**src/rtl/jsu_pkg.sv**
```systemverilog
// ----------------------------------------------------------------------------
// jsu_pkg
// Shared types, character constants and decode helpers for the unescaper.
// ----------------------------------------------------------------------------
package jsu_pkg;

  localparam int CHAR_BITS_DEF = 16;
  localparam int OUT_BITS      = 16;
  localparam int MAX_OUTS      = 4;
  localparam int QUEUE_DEPTH   = 2;

  // characters are compared at the widest supported code unit
  localparam logic [31:0] CH_BSLASH = 32'h0000_005C;
  localparam logic [31:0] CH_QUOTE  = 32'h0000_0022;
  localparam logic [31:0] CH_U      = 32'h0000_0075;
  localparam logic [31:0] CH_N      = 32'h0000_006E;
  localparam logic [31:0] CH_R      = 32'h0000_0072;
  localparam logic [31:0] CH_T      = 32'h0000_0074;
  localparam logic [31:0] CH_B      = 32'h0000_0062;
  localparam logic [31:0] CH_F      = 32'h0000_0066;

  typedef enum logic [1:0] {
    MODE_NORMAL = 2'd0,
    MODE_ESC    = 2'd1,
    MODE_HEX    = 2'd2
  } mode_e;

  // one decoded request: up to four characters, last flag on the final one
  typedef struct packed {
    logic [MAX_OUTS-1:0][OUT_BITS-1:0] chars;
    logic [1:0]                        last_idx;
    logic                              last;
  } bundle_t;

  typedef struct packed {
    logic    push;
    bundle_t data;
  } q_wr_t;

  typedef struct packed {
    logic    valid;
    bundle_t data;
  } q_rd_t;

  typedef struct packed {
    logic                hit;
    logic [OUT_BITS-1:0] ch;
  } esc_t;

  typedef struct packed {
    logic       ok;
    logic [3:0] val;
  } hex_t;

  function automatic esc_t esc_map(input logic [31:0] c);
    esc_t r;
    r.hit = 1'b1;
    r.ch  = '0;
    unique case (c)
      CH_BSLASH: r.ch = 16'h005C;
      CH_QUOTE:  r.ch = 16'h0022;
      CH_N:      r.ch = 16'h000A;
      CH_R:      r.ch = 16'h000D;
      CH_T:      r.ch = 16'h0009;
      CH_B:      r.ch = 16'h0008;
      CH_F:      r.ch = 16'h000C;
      default:   r.hit = 1'b0;
    endcase
    return r;
  endfunction

  function automatic hex_t hex_val(input logic [31:0] c);
    hex_t r;
    logic [31:0] d;
    r = '0;
    d = '0;
    if (c >= 32'h30 && c <= 32'h39) begin
      d = c - 32'h30;
      r.ok = 1'b1;
    end else if (c >= 32'h61 && c <= 32'h66) begin
      d = c - 32'h57;
      r.ok = 1'b1;
    end else if (c >= 32'h41 && c <= 32'h46) begin
      d = c - 32'h37;
      r.ok = 1'b1;
    end
    r.val = d[3:0];
    return r;
  endfunction

  // longest prefix of hex digits among four characters, zero if none
  function automatic logic [OUT_BITS-1:0] hex_prefix(input logic [31:0] a,
                                                     input logic [31:0] b,
                                                     input logic [31:0] c,
                                                     input logic [31:0] d);
    logic [3:0][31:0]    s;
    logic [OUT_BITS-1:0] v;
    logic                stop;
    hex_t                h;
    s    = {d, c, b, a};
    v    = '0;
    stop = 1'b0;
    for (int i = 0; i < 4; i++) begin
      h = hex_val(s[i]);
      if (!stop && h.ok) begin
        v = {v[OUT_BITS-5:0], h.val};
      end else begin
        stop = 1'b1;
      end
    end
    return v;
  endfunction

endpackage

```
**src/rtl/jsu_stream_if.sv**
```systemverilog
// ----------------------------------------------------------------------------
// jsu_stream_if
// Valid/ready channels for escaped input characters and unescaped output.
// ----------------------------------------------------------------------------
interface jsu_in_if #(
  parameter int CHAR_BITS = 16
);
  logic                 valid;
  logic                 ready;
  logic [CHAR_BITS-1:0] char_in;
  logic                 last_in;

  modport source (output valid, char_in, last_in, input ready);
  modport sink   (input valid, char_in, last_in, output ready);
endinterface

interface jsu_out_if;
  logic        valid;
  logic        ready;
  logic [15:0] char_out;
  logic        last_out;

  modport source (output valid, char_out, last_out, input ready);
  modport sink   (input valid, char_out, last_out, output ready);
endinterface

```
**src/rtl/jsu_front.sv**
```systemverilog
// ----------------------------------------------------------------------------
// jsu_front
// Accepts escaped characters, tracks escape state and builds at most one request
// of up to four output characters per input character.
// ----------------------------------------------------------------------------
module jsu_front import jsu_pkg::*; #(
  parameter int CHAR_BITS = CHAR_BITS_DEF
) (
  input  logic         clk_i,
  input  logic         rst_ni,
  jsu_in_if.sink       in_i,
  input  logic         q_ready_i,
  output q_wr_t        q_wr_o
);

  mode_e                mode_q, mode_d;
  logic [1:0]           hex_count_q, hex_count_d;
  logic [CHAR_BITS-1:0] held_q [3];
  logic [2:0]           held_we;
  logic                 accept;
  logic [31:0]          cx;
  logic [OUT_BITS-1:0]  c_out;
  bundle_t              bundle;
  logic [2:0]           n_out;

  assign in_i.ready = q_ready_i;
  assign accept     = in_i.valid & q_ready_i;
  assign cx         = 32'(in_i.char_in);
  assign c_out      = OUT_BITS'(in_i.char_in);

  always_comb begin
    logic [3:0][31:0] s;
    logic [1:0]       len;
    logic             skip;
    esc_t             e;
    mode_d      = mode_q;
    hex_count_d = hex_count_q;
    held_we     = '0;
    bundle      = '0;
    n_out       = '0;
    s           = '0;
    len         = '0;
    skip        = 1'b0;
    e           = esc_map(cx);
    unique case (mode_q)
      MODE_ESC: begin
        mode_d = MODE_NORMAL;
        if (e.hit) begin
          bundle.chars[0] = e.ch;
          n_out = 3'd1;
        end else if (cx == CH_U) begin
          if (in_i.last_in) begin
            bundle.chars[0] = OUT_BITS'(CH_U);
            n_out = 3'd1;
          end else begin
            mode_d      = MODE_HEX;
            hex_count_d = '0;
          end
        end else begin
          bundle.chars[0] = OUT_BITS'(CH_BSLASH);
          bundle.chars[1] = c_out;
          n_out = 3'd2;
        end
      end
      MODE_HEX: begin
        if (hex_count_q == 2'd3) begin
          bundle.chars[0] = hex_prefix(32'(held_q[0]), 32'(held_q[1]),
                                       32'(held_q[2]), cx);
          n_out       = 3'd1;
          mode_d      = MODE_NORMAL;
          hex_count_d = '0;
        end else if (in_i.last_in) begin
          // string ends inside \u: emit 'u', then decode held chars again
          bundle.chars[0] = OUT_BITS'(CH_U);
          n_out = 3'd1;
          for (int i = 0; i < 3; i++) begin
            if (i < int'(hex_count_q)) begin
              s[i] = 32'(held_q[i]);
            end else if (i == int'(hex_count_q)) begin
              s[i] = cx;
            end
          end
          len = 2'(hex_count_q + 2'd1);
          for (int i = 0; i < 3; i++) begin
            if (skip) begin
              skip = 1'b0;
            end else if (i < int'(len)) begin
              if (s[i] == CH_BSLASH && (i + 1) < int'(len)) begin
                e = esc_map(s[i+1]);
                if (e.hit) begin
                  bundle.chars[n_out[1:0]] = e.ch;
                  n_out = n_out + 3'd1;
                  skip  = 1'b1;
                end else if (s[i+1] != CH_U) begin
                  bundle.chars[n_out[1:0]] = OUT_BITS'(s[i]);
                  n_out = n_out + 3'd1;
                end
                // backslash before 'u' is dropped
              end else begin
                bundle.chars[n_out[1:0]] = OUT_BITS'(s[i]);
                n_out = n_out + 3'd1;
              end
            end
          end
          mode_d      = MODE_NORMAL;
          hex_count_d = '0;
        end else begin
          for (int j = 0; j < 3; j++) begin
            held_we[j] = (int'(hex_count_q) == j);
          end
          hex_count_d = hex_count_q + 2'd1;
        end
      end
      default: begin
        mode_d = MODE_NORMAL;
        if (cx == CH_BSLASH) begin
          if (in_i.last_in) begin
            bundle.chars[0] = OUT_BITS'(CH_BSLASH);
            n_out = 3'd1;
          end else begin
            mode_d = MODE_ESC;
          end
        end else begin
          bundle.chars[0] = c_out;
          n_out = 3'd1;
        end
      end
    endcase
    bundle.last     = in_i.last_in;
    bundle.last_idx = 2'(n_out - 3'd1);
  end

  assign q_wr_o.push = accept & (n_out != 3'd0);
  assign q_wr_o.data = bundle;

  always_ff @(posedge clk_i or negedge rst_ni) begin
    if (!rst_ni) begin
      mode_q      <= MODE_NORMAL;
      hex_count_q <= '0;
    end else if (accept) begin
      mode_q      <= mode_d;
      hex_count_q <= hex_count_d;
    end
  end

  always_ff @(posedge clk_i) begin
    for (int j = 0; j < 3; j++) begin
      if (accept && held_we[j]) begin
        held_q[j] <= in_i.char_in;
      end
    end
  end

endmodule

```
**src/rtl/jsu_queue.sv**
```systemverilog
// ----------------------------------------------------------------------------
// jsu_queue
// Two-entry queue of decoded requests between the front and the back.
// ----------------------------------------------------------------------------
module jsu_queue import jsu_pkg::*; (
  input  logic  clk_i,
  input  logic  rst_ni,
  input  q_wr_t q_wr_i,
  output logic  ready_o,
  output q_rd_t q_rd_o,
  input  logic  pop_i
);

  localparam int PtrBits = $clog2(QUEUE_DEPTH);

  bundle_t              mem_q [QUEUE_DEPTH];
  logic [PtrBits-1:0]   wr_ptr_q, rd_ptr_q;
  logic [PtrBits:0]     count_q;
  logic                 do_push, do_pop;

  assign ready_o      = (count_q != (PtrBits+1)'(QUEUE_DEPTH));
  assign q_rd_o.valid = (count_q != '0);
  assign q_rd_o.data  = mem_q[rd_ptr_q];
  assign do_push      = q_wr_i.push & ready_o;
  assign do_pop       = pop_i & q_rd_o.valid;

  always_ff @(posedge clk_i or negedge rst_ni) begin
    if (!rst_ni) begin
      wr_ptr_q <= '0;
      rd_ptr_q <= '0;
      count_q  <= '0;
    end else begin
      if (do_push) begin
        wr_ptr_q <= PtrBits'(wr_ptr_q + 1'b1);
      end
      if (do_pop) begin
        rd_ptr_q <= PtrBits'(rd_ptr_q + 1'b1);
      end
      unique case ({do_push, do_pop})
        2'b10:   count_q <= count_q + (PtrBits+1)'(1);
        2'b01:   count_q <= count_q - (PtrBits+1)'(1);
        default: count_q <= count_q;
      endcase
    end
  end

  always_ff @(posedge clk_i) begin
    if (do_push) begin
      mem_q[wr_ptr_q] <= q_wr_i.data;
    end
  end

endmodule

```
**src/rtl/jsu_back.sv**
```systemverilog
// ----------------------------------------------------------------------------
// jsu_back
// Serializes each queued request, one character per cycle unless stalled.
// ----------------------------------------------------------------------------
module jsu_back import jsu_pkg::*; (
  input  logic     clk_i,
  input  logic     rst_ni,
  input  q_rd_t    q_rd_i,
  output logic     pop_o,
  jsu_out_if.source out_o
);

  logic [1:0] idx_q;
  logic       at_end;
  logic       fire;

  assign at_end         = (idx_q == q_rd_i.data.last_idx);
  assign fire           = out_o.valid & out_o.ready;
  assign out_o.valid    = q_rd_i.valid;
  assign out_o.char_out = q_rd_i.data.chars[idx_q];
  assign out_o.last_out = at_end & q_rd_i.data.last;
  assign pop_o          = fire & at_end;

  always_ff @(posedge clk_i or negedge rst_ni) begin
    if (!rst_ni) begin
      idx_q <= '0;
    end else if (fire) begin
      idx_q <= at_end ? 2'd0 : idx_q + 2'd1;
    end
  end

endmodule

```
**src/rtl/json_string_unescape.sv**
```systemverilog
// path: a character that yields output is written to the request queue, from which
//   the back serializer shows its results one per cycle while out_o is ready
// throughput: one input character per cycle while each yields at most one output and
//   out_o is ready; a character with more outputs holds out_o until all are sent
// reset: asynchronous active low; clears escape state and the two-entry queue
// ----------------------------------------------------------------------------
// json_string_unescape
// Streaming unescaper for the body of a JSON string, front decode and back
// serializer joined by a short request queue.
// ----------------------------------------------------------------------------
module json_string_unescape import jsu_pkg::*; #(
  parameter int CHAR_BITS = CHAR_BITS_DEF
) (
  input  logic      clk_i,
  input  logic      rst_ni,
  jsu_in_if.sink    in_i,
  jsu_out_if.source out_o
);

  q_wr_t q_wr;
  q_rd_t q_rd;
  logic  q_ready;
  logic  pop;

  jsu_front #(
    .CHAR_BITS(CHAR_BITS)
  ) u_front (
    .clk_i     (clk_i),
    .rst_ni    (rst_ni),
    .in_i      (in_i),
    .q_ready_i (q_ready),
    .q_wr_o    (q_wr)
  );

  jsu_queue u_queue (
    .clk_i   (clk_i),
    .rst_ni  (rst_ni),
    .q_wr_i  (q_wr),
    .ready_o (q_ready),
    .q_rd_o  (q_rd),
    .pop_i   (pop)
  );

  jsu_back u_back (
    .clk_i  (clk_i),
    .rst_ni (rst_ni),
    .q_rd_i (q_rd),
    .pop_o  (pop),
    .out_o  (out_o)
  );

endmodule
```
**src/flat_wrapper.sv**
```systemverilog
// flat-port wrapper written by rule: the top's interface ports become plain ports
module json_string_unescape_flat import jsu_pkg::*;
#(
  parameter int CHAR_BITS = CHAR_BITS_DEF
)
  (clk_i, rst_ni, in_i_valid, in_i_char_in, in_i_last_in, in_i_ready, out_o_valid, out_o_char_out, out_o_last_out, out_o_ready);
  jsu_in_if #(.CHAR_BITS(CHAR_BITS)) in_i_i ();
  jsu_out_if out_o_i ();
  input  logic clk_i;
  input  logic rst_ni;
  input wire logic [$bits(in_i_i.valid)-1:0] in_i_valid;
  input wire logic [$bits(in_i_i.char_in)-1:0] in_i_char_in;
  input wire logic [$bits(in_i_i.last_in)-1:0] in_i_last_in;
  output wire logic [$bits(in_i_i.ready)-1:0] in_i_ready;
  output wire logic [$bits(out_o_i.valid)-1:0] out_o_valid;
  output wire logic [$bits(out_o_i.char_out)-1:0] out_o_char_out;
  output wire logic [$bits(out_o_i.last_out)-1:0] out_o_last_out;
  input wire logic [$bits(out_o_i.ready)-1:0] out_o_ready;
  assign in_i_i.valid = in_i_valid;
  assign in_i_i.char_in = in_i_char_in;
  assign in_i_i.last_in = in_i_last_in;
  assign in_i_ready = in_i_i.ready;
  assign out_o_valid = out_o_i.valid;
  assign out_o_char_out = out_o_i.char_out;
  assign out_o_last_out = out_o_i.last_out;
  assign out_o_i.ready = out_o_ready;
  json_string_unescape #(.CHAR_BITS(CHAR_BITS)) u_core (.clk_i(clk_i), .rst_ni(rst_ni), .in_i(in_i_i), .out_o(out_o_i));
endmodule
```
**config.mk**
```make
export PLATFORM = sky130hd
export DESIGN_NAME = json_string_unescape_flat
export DESIGN_NICKNAME = d
export VERILOG_FILES = /design/src/rtl/jsu_pkg.sv /design/src/rtl/jsu_stream_if.sv /design/src/rtl/jsu_front.sv /design/src/rtl/jsu_queue.sv /design/src/rtl/jsu_back.sv /design/src/rtl/json_string_unescape.sv /design/src/flat_wrapper.sv
export SDC_FILE = /design/constraint.sdc
export NUM_CORES = 1
export LEC_CHECK = 0
export BUFFER_PORTS_ARGS = -buffer_cell sky130_fd_sc_hd__buf_2
export CORE_UTILIZATION = 35
export DETAILED_ROUTE_END_ITERATION = 8
export REMOVE_ABC_BUFFERS = 1
export SLEW_MARGIN = 5
export SYNTH_ARGS = -nofsm -noshare
export SYNTH_HDL_FRONTEND = slang
export SYNTH_SLANG_ARGS = --single-unit
```
**constraint.sdc**
```tcl
create_clock -name clk_i -period 8.78 [get_ports clk_i]
set_input_delay 0.878 -clock clk_i [delete_from_list [all_inputs] [get_ports clk_i]]
set_output_delay 0.878 -clock clk_i [all_outputs]
set_load 0.01 [all_outputs]
```
# Word-level counts from Yosys, hierarchy flattened
# Memory sizes are Yosys's and may differ from the RTL's.
# Index checks and enable logic that the tools add are counted.
classes:
  mul: 0
  order_cmp: 35
  mux: 192
  n_addsub: 21
  n_bitwise: 7
  div_mod_pow: 0
  n_eq_ne: 40
  n_reduce_logical: 37
  n_shift: 0
op_table:
  columns: ["cell", "n"]
  rows:
  - ["two-way mux 64 bit", 11]
  - ["two-way mux 16 bit", 32]
  - ["== test 32 x 7 -> 1 bit, second input constant", 13]
  - ["two-way mux 32 bit", 10]
  - ["bitwise mux 64 bit", 3]
  - ["one-hot mux 7 bit (7 select lines)", 3]
  - [">= comparator 16 x 7 -> 1 bit, second input constant", 8]
  - ["less-or-equal comparator 16 x 7 -> 1 bit, second input constant", 8]
  - ["== test 16 x 7 -> 1 bit, second input constant", 7]
  - ["two-way mux 1 bit", 69]
  - ["two-way mux 3 bit", 23]
  - ["demux 16 bit (select 2 bit)", 2]
  - ["== test 32 x 6 -> 1 bit, second input constant", 2]
  - [">= comparator 16 x 6 -> 1 bit, second input constant", 4]
  - ["less-or-equal comparator 16 x 6 -> 1 bit, second input constant", 4]
  - ["!= test 32 x 7 -> 1 bit, second input constant", 2]
  - ["one-hot mux 16 bit (2 select lines)", 2]
  - ["two-way mux 4 bit", 13]
  - ["two-way mux 48 bit", 1]
  - ["binary-select mux 16 bit (select 2 bit)", 1]
  - ["OR reduction 16 bit", 2]
  - ["subtractor 4 x 3 -> 4 bit, second input constant", 8]
  - ["two-way mux 2 bit", 15]
  - ["logical AND 1 bit", 22]
  - ["27 further kinds", 67]
totals:
  reg_bits: 10
  rom_bits: 0
  word_cells: 340
  mem_bits_rw: 182
  memories: 2
  latchBits: 0
mem_list:
  columns: ["memory", "depth", "word_bits", "rd", "rd_ports_with_merged_regs", "wr", "line", "rtl"]
  rows:
  - ["u_core.u_queue.mem_q", 2, 67, 1, 0, 1, "jsu_queue.sv:16", "bundle_t mem_q [QUEUE_DEPTH];"]
  - ["u_core.u_front.held_q", 3, 16, 3, 0, 1, "jsu_front.sv:18", "logic [CHAR_BITS-1:0] held_q [3];"]

# Longest topological paths before layout
# Gate-level depths: netlist (run 1).
depth:
  ltp_word: 42
  mapped_depth: 24

# Modules after synthesis
# A second synthesis (run 1) with hierarchy kept.
hier_totals:
  hier_cells: 1211
  hier_area_um2: 12813.5
modules_own_cells:
  columns: ["module", "seq_area_each_um2", "cells_per_inst", "area_per_inst_um2", "n_inst"]
  rows:
  - ["jsu_front", 1541.5, 949, 7145.6, 1]
  - ["jsu_queue", 4124.0, 226, 5121.2, 1]
  - ["jsu_back", 50.0, 36, 546.8, 1]

# Worst setup path after synthesis (run 1)
# No wires, ideal clock.
synth_path:
  kind: "register -> register"
  start: "register u_core.u_front.hex_count_q[1]"
  end: "memory u_core.u_queue.mem_q[0][0] (netlist bit), enable pin"
  required_ps: 8287
  setup_ps: 493
  slack_ps: 1251
  stages_incl_launch_ff: 21
  t_arrival_ps: 7036
  cell_sequence: "dfrtp_1 -> buf_2 -> buf_2 -> inv_1 -> ha_1 -> or4b_2 -> o32a_1 -> a2111oi_1 -> a21o_1 -> buf_2 -> inv_1 -> ha_1 -> a32oi_1 -> inv_1 -> ha_1 -> or3_1 -> a31oi_1 -> ha_1 -> inv_1 -> a221oi_4 -> nor2_1"
synth_via:
  elab_chain_len: 40
  elab_cells_between_ends: 100
  cone_classes: "add/sub (3); order compare (6); eq/ne (20); mux (63); bitwise (2); reduce/logical (6)"
synth_lines:
  columns: ["item", "line", "rtl"]
  rows:
  - ["start: declaration", "jsu_front.sv:17", "logic [1:0] hex_count_q, hex_count_d;"]
  - ["start signal: assignment", "jsu_front.sv:142", "hex_count_q <= hex_count_d;"]
  - ["== test 2 bit", "jsu_front.sv:79", "end else if (i == int'(hex_count_q)) begin"]
  - ["two-way mux 16 bit", "jsu_front.sv:79", null]
  - ["two-way mux 16 bit", "jsu_front.sv:77", "if (i < int'(hex_count_q)) begin"]
  - ["two-way mux 32 bit", "jsu_front.sv:72", "end else if (in_i.last_in) begin"]
  - ["two-way mux 32 bit", "jsu_front.sv:66", "if (hex_count_q == 2'd3) begin"]
  - ["two-way mux 32 bit", "jsu_front.sv:45", "unique case (mode_q)"]
  - ["== test 32 x 7 -> 1 bit, or another cell as far along", "jsu_pkg.sv:59, jsu_front.sv:88", null]
  - ["OR reduction 7 bit (no line)", null, null]
  - ["[24 not listed]", null, null]
  - ["two-way mux 3 bit", "jsu_front.sv:72", null]
  - ["two-way mux 3 bit (*)", "jsu_front.sv:66", null]
  - ["one-hot mux 3 bit (2 select lines) (*)", "jsu_front.sv:45", null]
  - ["nonzero test 3 bit (*)", "jsu_front.sv:133", "assign q_wr_o.push = accept & (n_out != 3'd0);"]
  - ["AND 1 bit (*)", "jsu_front.sv:133", null]
  - ["AND 1 bit (*)", "jsu_queue.sv:24", "assign do_push = q_wr_i.push & ready_o;"]
  - ["two-way mux 1 bit (*)", "jsu_queue.sv:48", "if (do_push) begin"]
  - ["two-way mux 1 bit (not written as such) (*)", "jsu_queue.sv:49", "mem_q[wr_ptr_q] <= q_wr_i.data;"]
  - ["end: declaration", "jsu_queue.sv:16", null]
# Mark *: on every way between the ends. The rest lies on a longest branch, timed or not. The select of a mux whose other input is x is not followed.

# Worst setup path after layout (run 1)
layout_path:
  start: "register u_core.u_front.hex_count_q[1]"
  end: "memory u_core.u_queue.mem_q[0][44] (netlist bit), enable pin"
# Same word-level chain as after synthesis.

==> results of run 1 <==
## layout make-up
type                    count  area (um2)  area share [%]
multi-input cells         852        6080            45.6
flip-flops and latches    192        5720            42.9
well taps                 455         569            4.27
clock buffers              18         429            3.22
repair buffers             51         285            2.14
clock inverters            14         124           0.929
inverters                  33         124           0.929
## metal layers
layer | vias to the layer above | track usage, % | share of wire [%] | wire (um)
met4 | 0 | 8.25 | 3.2 | 1210
met3 | 78 | 3.97 | 8.9 | 3420
li1 | 4467 | - | - | -
met1 | 4882 | 30.7 | 44 | 16800
met5 | - | 0 | 0 | 0
met2 | 501 | 32.2 | 44 | 16900
## logic make-up (layout without fill, tap and decap cells)
| group | after synthesis | in the layout |
|---|---|---|
| AND/OR/NAND/NOR | 403 | 403 |
| AO/OA/AOI/OAI | 325 | 325 |
| flip-flops | 192 | 192 |
| buffers and inverters | 108 | 116 |
| multiplexers | 79 | 79 |
| adder cells (fa/ha/maj) | 31 | 31 |
| XOR/XNOR | 14 | 14 |
## sequential cells by signal, summed over array words and instances, names as in the netlist
name / flops
u_core.u_queue.rd_ptr_q: 1
u_core.u_front.hex_count_q: 2
u_core.u_front.mode_q: 2
u_core.u_front.held_q: 48
u_core.u_queue.wr_ptr_q: 1
u_core.u_queue.count_q: 2
u_core.u_queue.mem_q: 134
u_core.u_back.idx_q: 2
## metrics by stage
stage | setup slack, ns | power, uW | cell area [um2]
6_report | 1.90 | 2640 | 13300
5_1_grt | 1.47 | 2760 | 13300
4_1_cts | 1.94 | 2690 | 13300
3_5_place_dp | 1.99 | 1950 | 12800
3_3_place_gp | 2.18 | 1940 | 12800
2_1_floorplan | -0.0592 | 1730 | 11900
## power by group through the flow
| stage | logic (uW) | registers [uW] | clock network (uW) |
|---|---|---|---|
| floorplan | 423 | 1310 | 0 |
| global placement | 685 | 1250 | 0 |
| detailed placement | 685 | 1260 | 0 |
| CTS | 689 | 1240 | 754 |
| global route | 725 | 1250 | 782 |
| finish | 668 | 1240 | 738 |
## path summary, 6_finish.rpt
kind,start,endpoint,slack (ns),depth (start not counted)
worst min-delay path,rst_ni,u_core.u_front.hex_count_q[0]$_DFFE_PN0P_,0.29,1
worst min register to register,u_core.u_queue.count_q[1]$_DFFE_PN0P_,u_core.u_queue.count_q[1]$_DFFE_PN0P_,0.49,1
worst max register to register,u_core.u_front.hex_count_q[1]$_DFFE_PN0P_,u_core.u_queue.mem_q[0][44]$_DFFE_PP_,1.90,19
max in group asynchronous,rst_ni,u_core.u_queue.rd_ptr_q$_DFFE_PN0P_,8.24,1
worst max-delay path,u_core.u_front.hex_count_q[1]$_DFFE_PN0P_,u_core.u_queue.mem_q[0][44]$_DFFE_PP_,1.90,19
min in group clk_i,u_core.u_queue.count_q[1]$_DFFE_PN0P_,u_core.u_queue.count_q[1]$_DFFE_PN0P_,0.49,1
## cells in the final DEF (no fill, tap or decap), drive strengths merged, types with 21 or more instances in the layout
master	count
mux2	21
nand3	51
nor2	63
edfxtp	182
ha	31
buf	51
mux2i	26
nand2	134
a21oi	61
mux4	32
a22oi	24
inv	38
o21ai	83
## worst max-delay path, cell delays in order (launching register included)
cell and delay, ns:
dfrtp_1 0.34, buf_4 0.39, inv_1 0.23, ha_1 0.59
or4b_2 0.77, o32a_1 0.23, a2111oi_1 0.53, a21o_1 0.40
inv_1 0.11, ha_1 0.30, a32oi_1 0.36, inv_1 0.12
ha_1 0.28, or3_1 0.36, a31oi_1 0.18, ha_1 0.17
inv_1 0.06, a221oi_4 0.46, nor2_4 0.21, buf_4 0.37
==> impl_metrics.yaml, run 1 <==
timing:
  whs_ns: 0.294
  slew_headroom_pct: 21.9
  finalHoldViolCount: 0
  setup_violations: 0
  final.setup_skew_ns: 0.0207
  worst_pin_slew_ns: 1.16
  slew_violations: 0
  max_freq_mhz: 145
  min_period_over_period_pct: 78.4
  rsz0062_at_grt: "no"
  post-route-min-period_ns: 6.88
  setup_tns_ns: 0
worst_setup_path:
  endpoint_kind: "flip-flop"
  path_class: "reg2reg"
  worstPathMaxFanout: 54
  cp-start-kind: "flip-flop"
  cp.required_ns: 8.89
  worstPathArrival_ns: 6.99
final_layout:
  area.growth.synth_to_final_pct: 9.14
  fin_nets: 1199
  fillers: 3359
  drive_above_1_share_pct: 14.7
  utilization_pct: 38.7
  diodes: 0
  stdcell_count: 1615
synthesis:
  synthSimpleGateAreaFrac_pct: 17.1
  synth_cell_types: 91
  synth-seq-cells: 192
  postSynth.asyncResetShare_pct: 5.21
  synth_ff_type: "edfxtp_1"
  synth_most_common_cell: "edfxtp_1"
  synth_xor_area_share_pct: 1.00
  synth_top_family_by_area: "compound AO/OA/AOI/OAI gates"
  synth_area_leaders: "edfxtp_1, mux4_2, nand2_1, ha_1, o21ai_0"
  synthCells: 1152
  synth_top_area_cell: "edfxtp_1"
  synth_compound_area_share_pct: 18.4
  syn_area_per_cell_um2: 10.6
  yosysWarnings: 0
  synth_mux_area_share_pct: 9.97
  synth_area_mm2: 0.0122
  synth_edf_count: 182
  synth_commonest_cells: "edfxtp_1, nand2_1, o21ai_0, nor2_1, a21oi_1"
  seq_area_frac_synth_pct: 46.8
  synth_top_area_share_pct: 44.7
  synthAdderAreaFrac_pct: 3.18
power_and_ir_drop:
  power_frac_seq_pct: 46.8
  power_switching_share_pct: 29.2
  p_int_uw: 1870
  p_sw_uw: 772
  power_frac_clock_pct: 27.9
  combPwrFrac_pct: 25.2
  leakagePower_uw: 0.00441
  ir_drop_mv: 0.140
  p_per_area_mw_per_mm2: 198
placement:
  hpwl_um: 27700
  place.port_buffers: 39
  numPlacedInstances: 1583
  place_congestion: 0.967
die:
  rows: 68
  die_h_um: 189
  initial_utilization_pct: 35.4
  ios: 40
  core_area_mm2: 0.0345
  die-area_mm2: 0.0356
  die_x_um: 189
clocking:
  cts_num_sinks: 192
  ctsRootBufferMaster: "clkbuf_16"
  cts.path.max_buffers: 2
  ctsHtreeMaxLevel: 4
  tritoncts: "done"
  clk_latency_ns: 0.45
  cts_hold_buf: 0
  clkTransAtPathRegs_ns: 0.08
  cts_setup_buffers: 0
  cts_made_buffers: 17
  ctsResizeCount: 0
detailed_routing:
  ant_nets: 0
  vias: 9928
  viasPerCell: 6.15
  wirelength_um: 38300
  dr.pass1.iters: 6
  drc: 0
  wl_per_cell_um: 23.7
  drt-initial-drc-count: 1304
grt:
  grt-ovfl-total: 0
  grt_max_degree: 64
  grt_pass1_vias: 9210
  gr-usage-all-layers_pct: 21.5
  antenna_found_initial: 1
  grt_first_pass_wirelength_um: 57600
outcome:
  status: "complete, no violations"
min_path:
  hold_class: "in2async"
run:
  max_cap_violations: 0
No activity file was read; power rests on OpenSTA's default activity.
==> run 2, diff against run 1 <==
Settings changed: ABC_AREA set to 1.
Clock period 8.78 ns to 5.85 ns, I/O delays scaled along.
==> impl_metrics.yaml, run 2 <==
worst_setup_path:
  cp.required_ns: 5.99
  path_common_cell: "nand2_1"
  reg2reg_slack_ns: 0.36
  endpoint_kind: "flip-flop"
  worstPathMaxFanout: 17
  cp-start-kind: "flip-flop"
  reg2reg_depth: 22
  path_class: "reg2reg"
  slowest_stage: "ha_1"
  slowest_delay_ns: 0.55
  regToRegStartpoint: "u_core.u_front.hex_count_q[1]$_DFFE_PN0P_"
  worstPathArrival_ns: 5.63
  r2r-end: "u_core.u_queue.mem_q[1][27]$_DFFE_PP_"
  cp_cell_sequence: "inv_2 > ha_1 > nand2_1 > o21ai_1 > nand2_1 > nor2_1 > nand3_1 > nor3_1 > nand3_1 > nand3_2 > nand2_1 > nand2_1 > inv_1 > ha_1 > o21ai_0 > a21oi_1 > o21ai_0 > ha_1 > nand2_1 > nand2_1 > nor2_4 > buf_4"
  crit_path_end: "u_core.u_queue.mem_q[1][27]$_DFFE_PP_"
  startpoint: "u_core.u_front.hex_count_q[1]$_DFFE_PN0P_"
timing:
  rsz0062_at_grt: "no"
  setup_tns_ns: 0
  slew_violations: 0
  worst_pin_slew_ns: 0.794
  slew_headroom_pct: 46.5
  setup_violations: 0
  setup_slack_ns: 0.361
  min_period_over_period_pct: 93.8
  final.setup_skew_ns: 0.0159
  max_freq_mhz: 182
  post-route-min-period_ns: 5.49
  finalHoldViolCount: 0
clocking:
  cts_made_buffers: 17
  ctsResizeCount: 0
  cts_num_sinks: 192
  ctsHtreeMaxLevel: 4
  clkTransAtPathRegs_ns: 0.07
  cts_setup_buffers: 0
  cts.path.max_buffers: 2
  clk_latency_ns: 0.45
  cts_hold_buf: 0
  tritoncts: "done"
  ctsRootBufferMaster: "clkbuf_16"
synthesis:
  synth_ff_type: "edfxtp_1"
  synthCells: 1810
  synth_commonest_cells: "nand2_1, nor2_1, edfxtp_1, o21ai_0, inv_1"
  synth_area_leaders: "edfxtp_1, nand2_1, nor2_1, o21ai_0, nand3_1"
  synth-seq-cells: 192
  seq_area_frac_synth_pct: 42.6
  yosysWarnings: 0
  synth_top_area_cell: "edfxtp_1"
  syn_area_per_cell_um2: 7.41
  synth_edf_count: 182
  synth_area_mm2: 0.0134
  synth_top_area_share_pct: 40.8
  synth_cell_types: 45
  synth_most_common_cell: "nand2_1"
  postSynth.asyncResetShare_pct: 5.21
grt:
  antenna_found_initial: 0
  grt_max_degree: 69
  grt-ovfl-total: 0
  gr-usage-all-layers_pct: 25.2
  grt_first_pass_wirelength_um: 72800
  grt_pass1_vias: 11760
die:
  rows: 71
  initial_utilization_pct: 35.6
  core_area_mm2: 0.0377
  die_x_um: 198
  die_h_um: 198
  die-area_mm2: 0.0391
  ios: 40
final_layout:
  reg.largest.list: "u_core.u_queue.mem_q: 134 flops, u_core.u_front.held_q: 48 flops"
  mostFrequentLayoutCells: "nand2_1, nor2_1, edfxtp_1, o21ai_0, inv_1"
  ff_latch_area_mm2: 0.00572
  area.growth.synth_to_final_pct: 10.1
  utilization_pct: 39.2
  drive_above_1_share_pct: 9.18
  multiInputGateArea_mm2: 0.00664
  fillers: 3997
  largest_reg_flops: 134
  regMostFlops: "u_core.u_queue.mem_q"
  final_common_cell: "nand2_1"
  diodes: 0
  fin_nets: 1879
detailed_routing:
  viasPerCell: 5.49
  ant_nets: 0
  dr.pass1.iters: 6
  wl_per_cell_um: 20.9
  vias: 12905
  wirelength_um: 49100
  drt-initial-drc-count: 1277
  drc: 0
run:
  max_cap_violations: 0
outcome:
  status: "complete, no violations"
placement:
  hpwl_um: 37000
  place.port_buffers: 39
  pre_cts_slack_ns: 0.379
  place_congestion: 1.02
power_and_ir_drop:
  leakagePower_uw: 0.00594
  total_power_uw: 7270
  ir_drop_mv: 0.279
  p_per_area_mw_per_mm2: 493
min_path:
  hold_class: "in2async"
==> run 2: cell types whose count changed in the layout (fill, tap and decap cells not counted), sizes merged, moves of 26 or more <==
cell,before,now
o21ai,83,207
nand3,51,135
mux4,32,0
inv,38,181
nand2,134,455
nor2,63,263
mux2i,26,0
a21oi,61,95
buf,51,78
==> run 2: worst min path at each step <==
stage | startpoint | end | depth (start not counted)
global placement | u_core.u_queue.wr_ptr_q$_DFFE_PN0P_ | u_core.u_queue.wr_ptr_q$_DFFE_PN0P_ | 2
CTS | rst_ni | u_core.u_back.idx_q[1]$_DFFE_PN0P_ | 1
finish | rst_ni | u_core.u_back.idx_q[0]$_DFFE_PN0P_ | 1
floorplan | rst_ni | u_core.u_back.idx_q[0]$_DFFE_PN0P_ | 0
global route | rst_ni | u_core.u_back.idx_q[1]$_DFFE_PN0P_ | 1
detailed placement | u_core.u_queue.wr_ptr_q$_DFFE_PN0P_ | u_core.u_queue.wr_ptr_q$_DFFE_PN0P_ | 2
==> run 2: power by group <==
group / total, uW / internal (uW) / switching [uW]
clock network: 1120 / 595 / 528
registers: 1900 / 1840 / 65.8
logic: 4250 / 1110 / 3140
==> run 2: cell families after synthesis <==
kind of cell	synth area share (%)
DFF	42.6
xor gates and xnor gates	0.980
AOI/OAI and AO/OA	16.0
adders and majority gates	2.89
and+or+nand+nor	29.5
buffers and inverters	8.00
==> run 2: routing by layer <==
metal | vias up | GRT usage (%) | wire length (um)
li1 | 6176 | - | -
met1 | 6132 | 35.3 | 22200
met2 | 534 | 39.0 | 21800
met3 | 63 | 4.02 | 3420
met4 | 0 | 9.82 | 1570
met5 | - | 0 | 0
==> run 2: critical path, delay by kind of cell (launching register included) <==
family,cells,cell delay (ns)
buffers and inverters,3,0.54
AND/OR/NAND/NOR,12,2.20
flip-flops,1,0.45
AO/OA/AOI/OAI,4,0.92
adder cells (fa/ha/maj),3,1.06
==> run 2: stage by stage <==
| step | hold slack [ns] | cell area [um2] | std cells |
|---|---|---|---|
| floorplan | 0.289 | 13000 | 1730 |
| global placement | 0.458 | 14200 | 2319 |
| detailed placement | 0.459 | 14200 | 2319 |
| CTS | 0.00794 | 14800 | 2351 |
| global route | 0.0279 | 14800 | 2351 |
| finish | 0.0146 | 14800 | 2351 |
==> run 2: cell type report <==
class	count	area share (%)
multi-input cells	1357	45.0
well taps	511	4.33
flip-flops and latches	192	38.7
inverters	181	4.60
clock inverters	13	0.865
clock buffers	19	2.93
repair buffers	78	3.56
